<file path="config.mk">
export PLATFORM = sky130hd
export DESIGN_NAME = rvde_alu
export DESIGN_NICKNAME = d
export VERILOG_FILES = /design/src/rvde_pkg.sv /design/src/rvde_alu.sv
export SDC_FILE = /design/constraint.sdc
export NUM_CORES = 2
export LEC_CHECK = 0
export ABC_CLOCK_PERIOD_IN_PS = 23000
export BUFFER_PORTS_ARGS = -buffer_cell sky130_fd_sc_hd__buf_2
export CELL_PAD_IN_SITES_DETAIL_PLACEMENT = 0
export CELL_PAD_IN_SITES_GLOBAL_PLACEMENT = 2
export CORE_MARGIN = 4
export CORE_UTILIZATION = 25
export DETAILED_ROUTE_END_ITERATION = 10
export PLACE_DENSITY = 0.6
export SETUP_SLACK_MARGIN = 0.1
export SLEW_MARGIN = 20
export SYNTH_ARGS = -nofsm -noshare
export SYNTH_HDL_FRONTEND = slang
export SYNTH_SLANG_ARGS = --single-unit
export TNS_END_PERCENT = 30
</file>
<file path="constraint.sdc">
create_clock -name i_clk -period 23 [get_ports i_clk]
set_input_delay 4.6 -clock i_clk [delete_from_list [all_inputs] [get_ports i_clk]]
set_output_delay 4.6 -clock i_clk [all_outputs]
set_load 0.03 [all_outputs]
</file>
<file path="src/rvde_pkg.sv">
// Shared types, opcodes and constants for the RV32 decode and execute unit.
package rvde_pkg;

    localparam int XLEN      = 32;
    localparam int REM_STEPS = XLEN;          // one quotient bit per remainder stage
    localparam int LATENCY   = REM_STEPS + 3; // decode, prep/alu, steps, output

    localparam logic [6:0] OPC_REG    = 7'b0110011;
    localparam logic [6:0] OPC_IMM    = 7'b0010011;
    localparam logic [6:0] OPC_LOAD   = 7'b0000011;
    localparam logic [6:0] OPC_STORE  = 7'b0100011;
    localparam logic [6:0] OPC_BRANCH = 7'b1100011;
    localparam logic [6:0] OPC_JAL    = 7'b1101111;
    localparam logic [6:0] OPC_JALR   = 7'b1100111;

    localparam logic [2:0] F3_ADD = 3'b000;
    localparam logic [2:0] F3_SLL = 3'b001;
    localparam logic [2:0] F3_LT  = 3'b100;
    localparam logic [2:0] F3_GE  = 3'b101;
    localparam logic [2:0] F3_OR  = 3'b110;
    localparam logic [2:0] F3_AND = 3'b111;

    localparam logic [XLEN-1:0] SHIFT_MAX = 32'd30;

    typedef enum logic [3:0] {
        SEL_AND, SEL_OR, SEL_ADD, SEL_LT, SEL_MUL, SEL_REM, SEL_SUB, SEL_GE, SEL_SLL
    } t_alu_sel;

    typedef enum logic [1:0] {
        WB_ALU  = 2'd0,
        WB_LOAD = 2'd1,
        WB_LINK = 2'd2
    } t_wb_src;

    typedef struct packed {
        logic    reg_write;
        logic    mem_read;
        logic    mem_write;
        t_wb_src wb_src;
        logic    branch;
        logic    jump;
    } t_ctrl;

    typedef struct packed {
        t_alu_sel        sel;
        logic [XLEN-1:0] src1;
        logic [XLEN-1:0] opb;
        logic [XLEN-1:0] src2;
        logic [XLEN-1:0] branch_target;
        logic [XLEN-1:0] jump_target;
        logic [XLEN-1:0] link;
        logic [4:0]      rd;
        t_ctrl           ctrl;
    } t_dec;

    typedef struct packed {
        logic            is_rem;
        logic [XLEN-1:0] result;
        logic [XLEN-1:0] src2;
        logic [XLEN-1:0] branch_target;
        logic [XLEN-1:0] jump_target;
        logic [XLEN-1:0] link;
        logic [4:0]      rd;
        t_ctrl           ctrl;
    } t_ex;

endpackage

</file>
<file path="src/rvde_alu.sv">
// Registered ALU stage: logic, add/sub, compare, shift and multiply.
module rvde_alu (
    input  logic           i_clk,
    input  logic           i_rst_n,
    input  logic           i_valid,
    input  rvde_pkg::t_dec i_dec,
    output logic           o_valid,
    output rvde_pkg::t_ex  o_ex
);

    logic [rvde_pkg::XLEN-1:0] a, b, res;
    logic                       lt;
    rvde_pkg::t_ex              n_ex;
    rvde_pkg::t_ex              r_ex;
    logic                       r_valid;

    assign a  = i_dec.src1;
    assign b  = i_dec.opb;
    assign lt = $signed(a) < $signed(b);

    always_comb begin
        unique case (i_dec.sel)
            rvde_pkg::SEL_OR:  res = a | b;
            rvde_pkg::SEL_ADD: res = a + b;
            rvde_pkg::SEL_LT:  res = {31'd0, ~lt};
            rvde_pkg::SEL_MUL: res = a * b;
            rvde_pkg::SEL_SUB: res = a - b;
            rvde_pkg::SEL_GE:  res = {31'd0, lt};
            rvde_pkg::SEL_SLL: res = (b <= rvde_pkg::SHIFT_MAX) ? (a << b[4:0]) : '0;
            default:           res = a & b;   // and; remainder is replaced later
        endcase
        n_ex.is_rem        = (i_dec.sel == rvde_pkg::SEL_REM);
        n_ex.result        = res;
        n_ex.src2          = i_dec.src2;
        n_ex.branch_target = i_dec.branch_target;
        n_ex.jump_target   = i_dec.jump_target;
        n_ex.link          = i_dec.link;
        n_ex.rd            = i_dec.rd;
        n_ex.ctrl          = i_dec.ctrl;
    end

    always_ff @(posedge i_clk) begin
        if (!i_rst_n) begin
            r_valid <= 1'b0;
        end else begin
            r_valid <= i_valid;
        end
        r_ex <= n_ex;
    end

    assign o_valid = r_valid;
    assign o_ex    = r_ex;

endmodule

</file>
==> metrics.cfg <==
[global_routing]
grt_pass1_wl_um=181400
first_global_vias=23770
use_met1_pct=32.62
grtUsageMet3_pct=3.333
grt_busiest_layer=met2
use_met2_pct=39.56
grt-ovfl-total=0
maximum_number_of_pins_on_one_net_before_global_route_repair=64
grt_util_all_layers_pct=23.66
grt_antenna_before_repair=18

[sta]
final_tns_setup_ns=0
worst_slew_margin_rel_pct=28.30
final-setup-viol-count=0
maxSlewViolCount=0
worst_pin_slew_ns=1.074
max_clock_freq_ghz=0.08090
final.period_utilization_pct=53.74
post-route-min-period_ns=12.36
rsz0062_at_grt=no
hold_viol=0

[die]
io_pins=385
std_cell_rows=116
floorplan.initialDensity_pct=25.20
floorplan.die.height_um=325.5
floorplan.die_area_um2=106000
core_region_area_um2=100000
dieWidth_um=325.5

[worst_setup_path]
required_time_reported_for_the_critical_path_endpoint_ns=23.34
cp_max_fo=36
arrival_ns=12.70
critical_path_class=primary input to register
critical_path.startpoint_type=primary input
critPathCaptureType=register

[logic_synthesis]
synth.ff_latch_count=174
dominantRegCellSynth=sky130_fd_sc_hd__dfxtp_1
netlist-cell-type-count=87
ys_async_sr_fraction_pct=0
synth_seq_area_share_pct=13.82
synth_edf_count=0
mappedNetlistNets=3711
yosys_warnings=0
synthCells=2870
synthesis.area_per_instance_um2=8.782
synth_area_um2=25200

[clock_tree]
clock_sink_count=174
cts_hold_buffers=0
cts_htree_levels=4
cts.root.buffer_cell=sky130_fd_sc_hd__clkbuf_16
cts-root-to-sink-buffers=2
cts_setup_buffers=0
cts_repair_resize_count=0
clock_tree_from_tritoncts=done
cts.reportedPaths.clkPinSlew_ns=0.09
cts_buffers=17

[min_path]
min_delay_worst_type=primary input to register

[placement]
port_buffers=384
routabilityCongestion=0.8977
post_dp_cell_area_um2=28400
sum_of_net_half_perimeters_after_detailed_placement_um=99570

[run_status]
status=finished, final reports clean

[drt]
post_drt_wl_per_cell_um=28.22
drt_drc_violations_left=0
detail_route.first_pass.iterations=5
vias_per_cell=4.960
drtIter0Drc=1866
antenna_left=0
route.vias.total=22220
routed_wirelength_um=126400

[run]
max_cap_violations=0

[cells_and_area]
final_layout_size_suffix_gt1_share_pct=16.49
finalNetCount=4005
final_area_um2=29050
area.growth.synth_to_final_pct=15.26

-- worst paths after layout --
path,startpoint,endpoint,slack [ns],cells past startpoint
max,i_dec[142],o_ex[170],10.64,25
min,i_dec[45],o_ex[45],4.24,1
-- per-stage QoR --
stage	util, %	hold slack [ns]	setup WS [ns]	std cells
after floorplan	-	4.628	10.94	2870
after global placement	28.39	4.702	9.773	4443
after detailed placement	28.40	4.704	10.26	4443
after CTS	29.04	4.220	10.73	4475
after global routing	29.04	4.212	10.34	4476
final	29.05	4.239	10.64	4480
-- placed cells by master, fill, tap and decap left out, types with 8 or more instances in the layout --
cell type                   Yosys  layout
sky130_fd_sc_hd__clkinv_1      10       8
sky130_fd_sc_hd__a21o_1        26      26
sky130_fd_sc_hd__buf_4          2      44
sky130_fd_sc_hd__o211ai_1      11      11
sky130_fd_sc_hd__inv_1        473     472
sky130_fd_sc_hd__nor2_1       422     422
sky130_fd_sc_hd__o221ai_1      22      22
sky130_fd_sc_hd__o22ai_1       13      12
sky130_fd_sc_hd__a21oi_1      102     102
sky130_fd_sc_hd__fa_1         410     410
sky130_fd_sc_hd__a221oi_1      18      18
sky130_fd_sc_hd__o31ai_1       10      10
sky130_fd_sc_hd__nor2b_1       10      10
sky130_fd_sc_hd__mux4_2        30      30
sky130_fd_sc_hd__nor4_1        17      17
sky130_fd_sc_hd__clkbuf_16      0      17
sky130_fd_sc_hd__o21ai_0       52      52
sky130_fd_sc_hd__a211oi_1      19      18
sky130_fd_sc_hd__xor2_1        22      22
sky130_fd_sc_hd__and3_1        12      12
sky130_fd_sc_hd__dfxtp_1      174     174
sky130_fd_sc_hd__nand2_1      297     297
sky130_fd_sc_hd__nand3_1       11      11
sky130_fd_sc_hd__ha_1         220     220
sky130_fd_sc_hd__nand4_1        8       8
sky130_fd_sc_hd__buf_2          9     383
sky130_fd_sc_hd__xnor2_1       79      79
sky130_fd_sc_hd__mux2i_1       29      29
sky130_fd_sc_hd__nor3_1        33      32
sky130_fd_sc_hd__o21bai_1      16      16
sky130_fd_sc_hd__nand2b_1      13      13
sky130_fd_sc_hd__a31oi_1       31      31
-- Yosys cell counts (all sizes together), types with 31 or more instances --
library cell / n / area share [%]
nor2: 422 / 6.3
ha: 220 / 11
xnor2: 79 / 2.7
a21oi: 102 / 2.0
fa: 410 / 33
inv: 478 / 7.1
dfxtp: 174 / 14
nor3: 33 / 0.66
clkbuf: 112 / 2.1
a31oi: 31 / 0.77
nand2: 297 / 4.4
buf: 39 / 0.66
o21ai: 55 / 1.1
-- layout make-up --
cell class | count | area [um2]
antenna | 5 | 12.51
clock buffer | 17 | 425.4
clock inverter | 15 | 211.5
fill | 10830 | 70950
inverter | 488 | 1833
multi-input combinational | 2056 | 19210
sequential | 174 | 3483
tap | 1298 | 1624
timing repair buffer | 427 | 2247
-- worst max-delay path: stages --
cell	delay [ns]
sky130_fd_sc_hd__buf_2	0.10
sky130_fd_sc_hd__buf_4	0.26
sky130_fd_sc_hd__inv_2	0.42
sky130_fd_sc_hd__buf_4	0.60
sky130_fd_sc_hd__nor2_1	0.14
sky130_fd_sc_hd__fa_1	0.48
sky130_fd_sc_hd__fa_1	0.40
sky130_fd_sc_hd__inv_1	0.09
sky130_fd_sc_hd__fa_1	0.47
sky130_fd_sc_hd__fa_1	0.55
sky130_fd_sc_hd__inv_1	0.05
sky130_fd_sc_hd__fa_1	0.46
sky130_fd_sc_hd__ha_1	0.29
sky130_fd_sc_hd__fa_1	0.52
sky130_fd_sc_hd__fa_1	0.44
sky130_fd_sc_hd__ha_1	0.40
sky130_fd_sc_hd__nand3_1	0.28
sky130_fd_sc_hd__nor2_1	0.09
sky130_fd_sc_hd__a41o_1	0.24
sky130_fd_sc_hd__a21oi_1	0.50
sky130_fd_sc_hd__o211ai_1	0.41
sky130_fd_sc_hd__a21oi_1	0.31
sky130_fd_sc_hd__o211ai_1	0.13
sky130_fd_sc_hd__o32ai_1	0.30
sky130_fd_sc_hd__o21ai_1	0.10
-- state kept, by name (all words and copies together) (netlist names) --
signal	cells
o_ex	173
o_valid	1
-- metal layers --
| metal | vias up | routed length, um |
|---|---|---|
| met5 | - | 0 |
| met4 | 0 | 2717 |
| met3 | 134 | 7287 |
| met2 | 857 | 60070 |
| met1 | 11500 | 56340 |
| li1 | 9727 | - |
-- kinds of logic after synthesis --
| group | share of synthesized area, % |
|---|---|
| muxes | 4.011 |
| adders and majority gates | 43.49 |
| and+or+nand+nor | 14.16 |
| AOI/OAI and AO/OA | 10.96 |
| DFF | 13.82 |
| buffers and inverters | 10.05 |
| xor gates and xnor gates | 3.510 |
Power is left out: the tool's default activity adds up to more than one toggle a clock period on the data nets, which glitch-free logic cannot reach.
