[config.mk]
export PLATFORM = sky130hd
export DESIGN_NAME = rvde_decode
export DESIGN_NICKNAME = d
export VERILOG_FILES = /design/src/rvde_pkg.sv /design/src/rvde_decode.sv
export SDC_FILE = /design/constraint.sdc
export NUM_CORES = 1
export LEC_CHECK = 0
export ABC_AREA = 0
export ABC_CLOCK_PERIOD_IN_PS = 4800
export BUFFER_PORTS_ARGS = -buffer_cell sky130_fd_sc_hd__clkbuf_2
export CAP_MARGIN = 10
export CORE_UTILIZATION = 53
export CTS_BUF_LIST = sky130_fd_sc_hd__clkbuf_8
export DETAILED_ROUTE_END_ITERATION = 10
export PLACE_DENSITY = 0.83
export SLEW_MARGIN = 10
export SYNTH_ARGS = -nofsm -noshare
export SYNTH_HDL_FRONTEND = slang
export SYNTH_SLANG_ARGS = --single-unit
[constraint.sdc]
create_clock -name i_clk -period 4.8 [get_ports i_clk]
set_input_delay 0.72 -clock i_clk [delete_from_list [all_inputs] [get_ports i_clk]]
set_output_delay 0.72 -clock i_clk [all_outputs]
set_load 0.1 [all_outputs]
[src/rvde_pkg.sv]
// Shared types, opcodes and constants for the RV32 decode and execute unit.
package rvde_pkg;

    localparam int XLEN      = 32;
    localparam int REM_STEPS = XLEN;          // one quotient bit per remainder stage
    localparam int LATENCY   = REM_STEPS + 3; // decode, prep/alu, steps, output

    localparam logic [6:0] OPC_REG    = 7'b0110011;
    localparam logic [6:0] OPC_IMM    = 7'b0010011;
    localparam logic [6:0] OPC_LOAD   = 7'b0000011;
    localparam logic [6:0] OPC_STORE  = 7'b0100011;
    localparam logic [6:0] OPC_BRANCH = 7'b1100011;
    localparam logic [6:0] OPC_JAL    = 7'b1101111;
    localparam logic [6:0] OPC_JALR   = 7'b1100111;

    localparam logic [2:0] F3_ADD = 3'b000;
    localparam logic [2:0] F3_SLL = 3'b001;
    localparam logic [2:0] F3_LT  = 3'b100;
    localparam logic [2:0] F3_GE  = 3'b101;
    localparam logic [2:0] F3_OR  = 3'b110;
    localparam logic [2:0] F3_AND = 3'b111;

    localparam logic [XLEN-1:0] SHIFT_MAX = 32'd30;

    typedef enum logic [3:0] {
        SEL_AND, SEL_OR, SEL_ADD, SEL_LT, SEL_MUL, SEL_REM, SEL_SUB, SEL_GE, SEL_SLL
    } t_alu_sel;

    typedef enum logic [1:0] {
        WB_ALU  = 2'd0,
        WB_LOAD = 2'd1,
        WB_LINK = 2'd2
    } t_wb_src;

    typedef struct packed {
        logic    reg_write;
        logic    mem_read;
        logic    mem_write;
        t_wb_src wb_src;
        logic    branch;
        logic    jump;
    } t_ctrl;

    typedef struct packed {
        t_alu_sel        sel;
        logic [XLEN-1:0] src1;
        logic [XLEN-1:0] opb;
        logic [XLEN-1:0] src2;
        logic [XLEN-1:0] branch_target;
        logic [XLEN-1:0] jump_target;
        logic [XLEN-1:0] link;
        logic [4:0]      rd;
        t_ctrl           ctrl;
    } t_dec;

    typedef struct packed {
        logic            is_rem;
        logic [XLEN-1:0] result;
        logic [XLEN-1:0] src2;
        logic [XLEN-1:0] branch_target;
        logic [XLEN-1:0] jump_target;
        logic [XLEN-1:0] link;
        logic [4:0]      rd;
        t_ctrl           ctrl;
    } t_ex;

endpackage

[src/rvde_decode.sv]
// Decode stage: control flags, immediate, ALU select and address targets.
module rvde_decode (
    input  logic                       i_clk,
    input  logic                       i_rst_n,
    input  logic                       i_valid,
    input  logic [rvde_pkg::XLEN-1:0] i_instr,
    input  logic [rvde_pkg::XLEN-1:0] i_src1,
    input  logic [rvde_pkg::XLEN-1:0] i_src2,
    input  logic [rvde_pkg::XLEN-1:0] i_pc,
    output logic                       o_valid,
    output rvde_pkg::t_dec             o_dec
);

    logic [6:0]                 opc;
    logic [2:0]                 f3;
    logic [rvde_pkg::XLEN-1:0] imm_i, imm_s, imm_b, imm_j, imm;
    rvde_pkg::t_dec             n_dec;
    rvde_pkg::t_dec             r_dec;
    logic                       r_valid;

    assign opc   = i_instr[6:0];
    assign f3    = i_instr[14:12];
    assign imm_i = {{20{i_instr[31]}}, i_instr[31:20]};
    assign imm_s = {{20{i_instr[31]}}, i_instr[31:25], i_instr[11:7]};
    assign imm_b = {{20{i_instr[31]}}, i_instr[31], i_instr[7], i_instr[30:25],
                    i_instr[11:8]};
    assign imm_j = {{12{i_instr[31]}}, i_instr[31], i_instr[19:12], i_instr[20],
                    i_instr[30:21]};

    always_comb begin
        imm          = '0;
        n_dec.sel    = rvde_pkg::SEL_AND;
        n_dec.src1   = i_src1;
        n_dec.opb    = i_src2;
        n_dec.src2   = i_src2;
        n_dec.rd     = i_instr[11:7];
        n_dec.ctrl   = '{reg_write: 1'b0, mem_read: 1'b0, mem_write: 1'b0,
                         wb_src: rvde_pkg::WB_ALU, branch: 1'b0, jump: 1'b0};
        n_dec.jump_target = '0;
        unique case (opc)
            rvde_pkg::OPC_REG: begin
                n_dec.ctrl.reg_write = 1'b1;
                if (i_instr[30]) begin
                    if (f3 == rvde_pkg::F3_ADD) n_dec.sel = rvde_pkg::SEL_SUB;
                end else if (i_instr[25]) begin
                    if (f3 == rvde_pkg::F3_ADD) n_dec.sel = rvde_pkg::SEL_MUL;
                    else if (f3 == rvde_pkg::F3_OR) n_dec.sel = rvde_pkg::SEL_REM;
                end else begin
                    if (f3 == rvde_pkg::F3_ADD) n_dec.sel = rvde_pkg::SEL_ADD;
                    else if (f3 == rvde_pkg::F3_SLL) n_dec.sel = rvde_pkg::SEL_SLL;
                    else if (f3 == rvde_pkg::F3_OR) n_dec.sel = rvde_pkg::SEL_OR;
                end
            end
            rvde_pkg::OPC_IMM: begin
                n_dec.ctrl.reg_write = 1'b1;
                imm       = imm_i;
                n_dec.opb = imm_i;
                if (f3 == rvde_pkg::F3_ADD) n_dec.sel = rvde_pkg::SEL_ADD;
                else if (f3 == rvde_pkg::F3_SLL) n_dec.sel = rvde_pkg::SEL_SLL;
                else if (f3 == rvde_pkg::F3_OR) n_dec.sel = rvde_pkg::SEL_OR;
            end
            rvde_pkg::OPC_LOAD: begin
                n_dec.ctrl.reg_write = 1'b1;
                n_dec.ctrl.mem_read  = 1'b1;
                n_dec.ctrl.wb_src    = rvde_pkg::WB_LOAD;
                imm       = imm_i;
                n_dec.opb = imm_i;
                n_dec.sel = rvde_pkg::SEL_ADD;
            end
            rvde_pkg::OPC_STORE: begin
                n_dec.ctrl.mem_write = 1'b1;
                imm       = imm_s;
                n_dec.opb = imm_s;
                n_dec.sel = rvde_pkg::SEL_ADD;
            end
            rvde_pkg::OPC_BRANCH: begin
                n_dec.ctrl.branch = 1'b1;
                imm = imm_b;
                if (f3 == rvde_pkg::F3_ADD) n_dec.sel = rvde_pkg::SEL_SUB;
                else if (f3 == rvde_pkg::F3_LT) n_dec.sel = rvde_pkg::SEL_LT;
                else if (f3 == rvde_pkg::F3_GE) n_dec.sel = rvde_pkg::SEL_GE;
            end
            rvde_pkg::OPC_JAL: begin
                n_dec.ctrl.reg_write = 1'b1;
                n_dec.ctrl.jump      = 1'b1;
                n_dec.ctrl.wb_src    = rvde_pkg::WB_LINK;
                imm               = imm_j;
                n_dec.jump_target = i_pc + imm_j;
            end
            rvde_pkg::OPC_JALR: begin
                n_dec.ctrl.reg_write = 1'b1;
                n_dec.ctrl.jump      = 1'b1;
                n_dec.ctrl.wb_src    = rvde_pkg::WB_LINK;
                imm               = imm_i;
                n_dec.jump_target = i_src1 + imm_i;
            end
            default: begin
                imm = '0;
            end
        endcase
        n_dec.branch_target = i_pc + imm;
        n_dec.link          = i_pc + 32'd1;
    end

    always_ff @(posedge i_clk) begin
        if (!i_rst_n) begin
            r_valid <= 1'b0;
        end else begin
            r_valid <= i_valid;
        end
        r_dec <= n_dec;
    end

    assign o_valid = r_valid;
    assign o_dec   = r_dec;

endmodule

==> results of run 1 <==
cell families (layout without fill, tap and decap cells):
logic type / after synthesis / count (layout) / share of synthesized area (%)
muxes: 18 / 18 / 1.77
buffers and inverters: 64 / 450 / 2.30
DFF: 209 / 209 / 39.5
and+or+nand+nor: 334 / 334 / 15.3
AOI/OAI and AO/OA: 340 / 340 / 22.1
xor gates and xnor gates: 106 / 106 / 8.77
other: 0 / 1 / 0
adders and majority gates: 85 / 85 / 10.3
path summary, 6_finish.rpt:
path / slack [ns] / to / start / depth (start not counted)
worst min-delay path: 0.31 / o_dec[177]$_DFF_P_ / i_src1[5] / 1
worst max-delay path: 0.67 / o_dec[102]$_DFF_P_ / i_instr[4] / 21
routing by layer:
layer  wire (um)  part of all wire [%]  GRT usage (%)
met2       14900                    46           51.1
met4        1360                   4.2           16.9
met1       13500                    42           38.2
met5           0                     0              0
met3        2290                   7.1           5.93
where the power goes:
part           leakage, nW  internal (mW)  switching (mW)
registers             1.75           1.82          0.0263
clock network        0.402          0.964           0.726
logic                 4.44          0.354            1.10
sequential cells by signal, summed over array words and instances, names as in the netlist:
name     cells
o_dec      208
o_valid      1
synth_stat cells, drive strengths merged (10+ instances only):
cell / n
or3: 10
nand2b: 20
xnor2: 76
o21bai: 11
nand2: 84
ha: 82
nor3: 24
nand3: 37
o21a: 17
o22ai: 16
a21oi: 81
xor2: 30
and3: 16
nand4: 13
o31ai: 10
o211ai: 10
nor2: 90
clkbuf: 26
a21o: 63
o21ai: 39
a211oi: 18
inv: 28
mux2i: 12
dfxtp: 209
area by class of cell:
cell class              instances  share of cell area [%]
diodes                          1                  0.0187
clock buffers                  42                    4.31
clock inverters                19                    1.32
inverters                      29                   0.812
multi-input cells             883                    46.0
flip-flops and latches        209                    31.2
well taps                     265                    2.47
repair buffers                360                    13.8
through the flow:
stage,util (%),instances,power [mW]
global route,68.6,1808,5.20
finish,68.6,1808,5.00
CTS,68.6,1807,5.02
floorplan,-,1156,3.02
detailed placement,64.7,1746,3.33
global placement,64.7,1746,3.31
worst max-delay path: stages:
cell and delay (ns):
clkbuf_2 0.09, nand2b_1 0.19, nor2_1 0.18, nand3_1 0.15
clkinv_1 0.08, nand2_1 0.07, nand2_1 0.19, nand2_1 0.08
nand2_1 0.07, ha_1 0.16, inv_1 0.05, fa_1 0.40
nor2b_1 0.17, o31ai_1 0.12, a21oi_1 0.22, a21oi_1 0.14
o31ai_2 0.33, o2111ai_1 0.20, a221oi_2 0.53, mux2i_1 0.29
xor2_1 0.15
cells in the final DEF, fill, tap and decap left out, types with 32 or more instances in the layout:
master | synthesis | routed
a21o_1 | 63 | 63
ha_1 | 82 | 82
a21oi_1 | 80 | 80
inv_1 | 28 | 32
clkbuf_8 | 0 | 42
dfxtp_1 | 209 | 209
clkbuf_2 | 0 | 339
nand2_1 | 84 | 84
nand3_1 | 37 | 37
nor2_1 | 90 | 90
xnor2_1 | 76 | 76
==> flow_summary_export.csv, run 1 <==
group,metric,value,unit
sta,rsz0062_at_grt,"false",
sta,setup-violations-final,0,
drt,first_pass_iters,5,
yosys,syn_area,10600,um^2
placement,port_buffers,339,
clocking,post_cts_buffers,0,
clocking,cts_root_buffer,"clkbuf_8",
worst_setup_path,path_max_fanout,6,
clocking,htreeDepth,2,
yosys,synth.top_cell.area_share,39.5,%
placement,hpwl,24900,um
layout,final-seq-area,4180,um^2
sta,setup_ws,0.666,ns
clocking,clock-sinks,209,
sta,drv_slew,0,
worst_setup_path,arrival,4.59,ns
worst_setup_path,crit_type,"in2reg",
drt,via_count,10200,
placement,place_ws,0.242,ns
layout,synthToLayoutAreaGrowth,26.5,%
sta,tightest_slew,0.868,ns
clocking,clockBufferDepth,3,
layout,nets,1734,
clocking,post_cts_resized,0,
sta,fin_hold_ws,0.308,ns
yosys,synth_edf_count,0,
die,start_util,54.2,%
layout,multiInputGateArea,6160,um^2
yosys,synth.distinct_cells,74,
sta,slew_headroom,42.1,%
global_route,grt_usage,31.0,%
worst_setup_path,required,5.26,ns
clocking,ctsHoldBuffers,0,
worst_setup_path,crit_path_end_kind,"register",
global_route,grt_start_max_net_pins,38,
layout,drive_gt1_share,28.0,%
yosys,yosys.area.top_type,"dfxtp_1",
placement,gp_congestion,0.938,
die,die_x,143,um
yosys,ys.flop_type,"dfxtp_1",
worst_setup_path,worst_setup_path_start_kind,"primary input",
global_route,antenna_found_initial,2,
layout,final_area,13400,um^2
sta,setup_tns,0,ns
placement,placed_area,12600,um^2
drt,vias_per_cell,5.66,
yosys,ys_top_cells_by_area,"dfxtp_1 (40%), ha_1 (9.7%), xnor2_1 (6.3%)",
sta,period_minus_slack,4.13,ns
sta,fmax,242,MHz
yosys,ys_warn_count,0,
drt,drt_iter0_markers,743,
global_route,grt_pass1_wl,50000,um
run,max_cap_viol_count,0,
sta,finalHoldViolations,0,
clocking,cts_made_buffers,35,
yosys,ys_async_sr_fraction,0,%
power_and_ir_drop,powerDensity,373,nW/um^2
die,core_area,19500,um^2
yosys,avgSynthCellArea,9.16,um^2
clocking,clk_pin_slew,0.06,ns
drt,ant_nets,0,
drt,post_drt_wl_per_cell,17.8,um
yosys,synth_seq_area_share,39.5,%
die,rows,51,
die,num_io_pins,340,
die,die_h,143,um
drt,drc,0,
drt,wirelength,32100,um
yosys,syn-num-nets,1372,
run_status,outcome,"finished clean",
clocking,cts_tree,"done",
global_route,grt_pass1_vias,9733,
hold_path,min_path_type,"in2reg",
power_and_ir_drop,leakagePower,6.59,nW
yosys,postSynthCellCount,1156,
power_and_ir_drop,vdd_drop_max,0.228,mV
global_route,overflow,0,
sta,finalCritPeriodShare,86.1,%
layout,fillCellCount,1575,
die,dieArea,20600,um^2
yosys,ys_seq_elements,209,
No activity file was read; power rests on OpenSTA's default activity.
==> run 2: changes to the inputs <==
Settings changed: CORE_UTILIZATION 53 to 50, PLACE_DENSITY 0.83 to 0.79.
==> flow_summary_export.csv, run 2 (synthesis results as in run 1) <==
group,metric,value,unit
worst_setup_path,critical_path.top_delay_family,"compound AO/OA/AOI/OAI gates",
worst_setup_path,worst_setup_path_start_kind,"primary input",
clocking,post_cts_resized,0,
drt,post_drt_wl_per_cell,17.7,um
die,dieArea,21800,um^2
sta,drv_slew,0,
global_route,overflow,0,
global_route,grt_start_max_net_pins,38,
worst_setup_path,critPathBufInv,3,
die,rows,52,
clocking,cts_tree,"done",
sta,period_minus_slack,4.24,ns
drt,drt_iter0_markers,744,
global_route,antenna_found_initial,0,
die,start_util,51.7,%
global_route,grt_pass1_vias,9539,
layout,final_cell_mix,"clkbuf_2 (339), dfxtp_1 (209), nor2_1 (90)",
drt,wirelength,32200,um
worst_setup_path,path_cells,"clkbuf_2, nand2b_1, nor2_1, nand3_1, nor2_1, buf_4, a22o_1, a221oi_1, inv_1, ha_1, a21o_1, a21oi_1, o21ai_0, and4_1, o21ai_0, nand3b_1, a41oi_1, or3_1, o2111ai_1",
drt,first_pass_iters,7,
drt,vias_per_cell,5.61,
sta,fmax,236,MHz
layout,drive_gt1_share,27.7,%
layout,nets,1734,
die,die_x,148,um
layout,num_antenna_cells,0,
die,core_area,20500,um^2
sta,setup_tns,0,ns
clocking,clk_pin_slew,0.07,ns
drt,drc,0,
layout,layout_commonest_cell,"clkbuf_2",
sta,setup-violations-final,0,
global_route,grt_usage,28.8,%
power_and_ir_drop,leakagePower,6.61,nW
layout,final_area,13400,um^2
drt,via_count,10200,
layout,synthToLayoutAreaGrowth,26.6,%
run_status,outcome,"finished clean",
sta,fin_hold_ws,0.320,ns
worst_setup_path,cp_slowest_cell,"a221oi_1",
clocking,ctsHoldBuffers,0,
sta,slew_headroom,29.2,%
layout,utilization,65.4,%
clocking,post_cts_buffers,0,
layout,largest_reg_flops,208,
clocking,clockBufferDepth,3,
die,die_h,148,um
clocking,htreeDepth,2,
worst_setup_path,slowest_delay,0.43,ns
worst_setup_path,path_max_fanout,13,
worst_setup_path,required,5.20,ns
power_and_ir_drop,vdd_drop_max,0.278,mV
placement,gp_congestion,0.933,
worst_setup_path,crit_path_end_kind,"register",
clocking,cts_root_buffer,"clkbuf_8",
placement,placed_area,12600,um^2
worst_setup_path,arrival,4.64,ns
sta,finalHoldViolations,0,
sta,tightest_slew,1.06,ns
worst_setup_path,crit_type,"in2reg",
clocking,cts_made_buffers,35,
hold_path,min_path_type,"in2reg",
global_route,grt_pass1_wl,49600,um
placement,hpwl,25500,um
power_and_ir_drop,powerDensity,372,nW/um^2
sta,rsz0062_at_grt,"false",
die,num_io_pins,340,
drt,ant_nets,0,
run,max_cap_viol_count,0,
placement,port_buffers,339,
sta,finalCritPeriodShare,88.3,%
clocking,clock-sinks,209,
[run 2: cell type report]
cell class              count  area, um^2
well taps                 270         338
fillers                  1700        7090
inverters                  29         109
clock buffers              46         633
flip-flops and latches    209        4180
clock inverters            15         123
multi-input cells         883        6160
repair buffers            360        1850
[run 2: report_power, final]
group          leakage [nW]  internal [mW]  switching, mW  total (mW)
registers              1.75           1.82         0.0276        1.85
clock network         0.421          0.967          0.708        1.68
logic                  4.44          0.354           1.10        1.46
total                  6.61           3.15           1.84        4.98
[run 2: per-layer routing]
layer,vias up,global-route usage [%],part of all wire (%)
met4,0,11.2,3.1
met5,-,0,0
met3,79,5.25,7.3
li1,4951,-,-
met1,4669,35.7,42
met2,468,49.3,48
[run 2: worst paths after layout]
| check | cells past startpoint | endpoint | start |
|---|---|---|---|
| hold / removal | 1 | o_dec[136]$_DFF_P_ | i_src2[28] |
| setup / recovery | 19 | o_dec[105]$_DFF_P_ | i_instr[4] |
[run 2: through the flow]
stage / std cells / power (mW) / worst slack (ns)
finish: 1812 / 4.98 / 0.561
global route: 1812 / 5.18 / 0.249
CTS: 1812 / 5.01 / 0.645
detailed placement: 1751 / 3.33 / 0.107
global placement: 1751 / 3.32 / 0.322
floorplan: 1156 / 3.02 / 0.384
==> run 3: changes to the inputs <==
Settings changed: CORE_UTILIZATION 50 to 43, PLACE_DENSITY 0.79 to 0.69.
==> flow_summary_export.csv, run 3 (synthesis results as in run 1) <==
group,metric,value,unit
clocking,cts_made_buffers,37,
layout,drive_gt1_share,27.9,%
worst_setup_path,crit_top_cell,"a21oi_1",
sta,drv_slew,0,
worst_setup_path,crit_type,"in2reg",
sta,slew_headroom,40.9,%
die,num_io_pins,340,
clocking,post_cts_buffers,0,
global_route,grt_usage,25.7,%
die,rows,57,
layout,fillCellCount,2274,
drt,wirelength,33000,um
sta,period_minus_slack,4.09,ns
sta,setup-violations-final,0,
global_route,grt_start_max_net_pins,38,
worst_setup_path,cp_slowest_cell,"or3_1",
placement,gp_congestion,0.935,
drt,drc,0,
clocking,cts_root_buffer,"clkbuf_8",
hold_path,hp-start,"i_src2[21]",
global_route,grt_pass1_vias,9642,
sta,finalCritPeriodShare,85.3,%
placement,hpwl,26000,um
worst_setup_path,critical_path.top_delay_family,"compound AO/OA/AOI/OAI gates",
die,start_util,43.7,%
hold_path,min_path_cells,1,
drt,post_drt_wl_per_cell,17.6,um
layout,synthToLayoutAreaGrowth,28.0,%
worst_setup_path,arrival,4.51,ns
clocking,htreeDepth,2,
drt,vias_per_cell,5.40,
clocking,clock-sinks,209,
layout,utilization,55.9,%
layout,largest_reg_flops,208,
clocking,clockBufferDepth,3,
layout,layout_commonest_cell,"clkbuf_2",
global_route,grt_pass1_wl,51700,um
layout,nets,1735,
drt,ant_nets,0,
sta,setup_tns,0,ns
drt,first_pass_iters,5,
worst_setup_path,worst_setup_path_start_kind,"primary input",
power_and_ir_drop,powerDensity,378,nW/um^2
power_and_ir_drop,leakagePower,6.63,nW
clocking,cts_tree,"done",
power_and_ir_drop,vdd_drop_max,0.209,mV
placement,port_buffers,339,
clocking,post_cts_resized,0,
layout,final-seq-area,4180,um^2
worst_setup_path,required,5.22,ns
clocking,clk_pin_slew,0.06,ns
drt,drt_iter0_markers,607,
sta,tightest_slew,0.886,ns
sta,rsz0062_at_grt,"false",
die,die_x,159,um
worst_setup_path,slowest_delay,0.42,ns
sta,finalHoldViolations,0,
layout,multiInputGateArea,6160,um^2
run,max_cap_viol_count,0,
clocking,ctsHoldBuffers,0,
global_route,overflow,0,
worst_setup_path,critPathBufInv,3,
drt,via_count,10100,
worst_setup_path,path_max_fanout,6,
hold_path,min_path_type,"in2reg",
hold_path,hold_path_end,"o_dec[129]$_DFF_P_",
layout,final_cell_mix,"clkbuf_2 (339), dfxtp_1 (209), nor2_1 (90)",
run_status,outcome,"finished clean",
sta,fmax,244,MHz
worst_setup_path,path_cells,"clkbuf_2, or2_1, or3_1, nor2_1, a222oi_1, nand2_1, ha_1, inv_1, fa_1, nor2b_1, o31ai_1, a21oi_1, a21oi_1, o31ai_2, o2111ai_1, a221oi_2, buf_4, o2bb2ai_1, nand3_1",
die,die_h,159,um
global_route,antenna_found_initial,6,
worst_setup_path,crit_path_end_kind,"register",
die,dieArea,25300,um^2
die,core_area,24200,um^2
[run 3: cell types whose count changed in the layout (fill, tap and decap cells not counted), sizes merged]
cell,previous run,this run
inv,38,37
buf,21,20
bufinv,2,3
diode,0,5
clkbuf,385,388
clkinvlp,1,2
[run 3: stage by stage]
step	cells	power [mW]	setup slack (ns)	hold WS (ns)	area, um^2
detailed placement	1804	3.34	0.240	0.839	12700
CTS	1869	5.16	0.777	0.281	13500
finish	1874	5.12	0.708	0.307	13600
floorplan	1156	3.02	0.384	0.748	10600
global placement	1804	3.33	0.316	0.841	12700
global route	1873	5.34	0.409	0.286	13600
[run 3: how the worst max path moves through the flow]
stage                           from            endpoint  slack, ns  depth (start not counted)
after floorplan           i_instr[3]  o_dec[102]$_DFF_P_       0.38                         19
after global placement    i_instr[3]  o_dec[106]$_DFF_P_       0.32                         19
after detailed placement  i_instr[3]  o_dec[106]$_DFF_P_       0.24                         19
after CTS                 i_instr[4]  o_dec[105]$_DFF_P_       0.78                         19
after global routing      i_instr[4]  o_dec[105]$_DFF_P_       0.41                         19
final                     i_instr[3]  o_dec[106]$_DFF_P_       0.71                         19
[run 3: where the power goes]
group	total (mW)	internal, mW	switching, mW
clock	1.81	1.08	0.732
sequential	1.85	1.83	0.0250
combinational	1.46	0.353	1.11
[run 3: cell type report]
cell class | instances | share of cell area (%)
multi-input combinational | 883 | 45.5
antenna | 5 | 0.0923
inverter | 29 | 0.803
clock inverter | 16 | 1.18
timing repair buffer | 359 | 13.6
clock buffer | 49 | 4.98
tap | 324 | 2.99
sequential | 209 | 30.9
[run 3: routing by layer]
metal | part of all wire, % | global-route usage (%)
met5 | 0 | 0
met2 | 47 | 42.7
met3 | 6.3 | 4.66
met4 | 3.4 | 10.4
met1 | 44 | 32.8
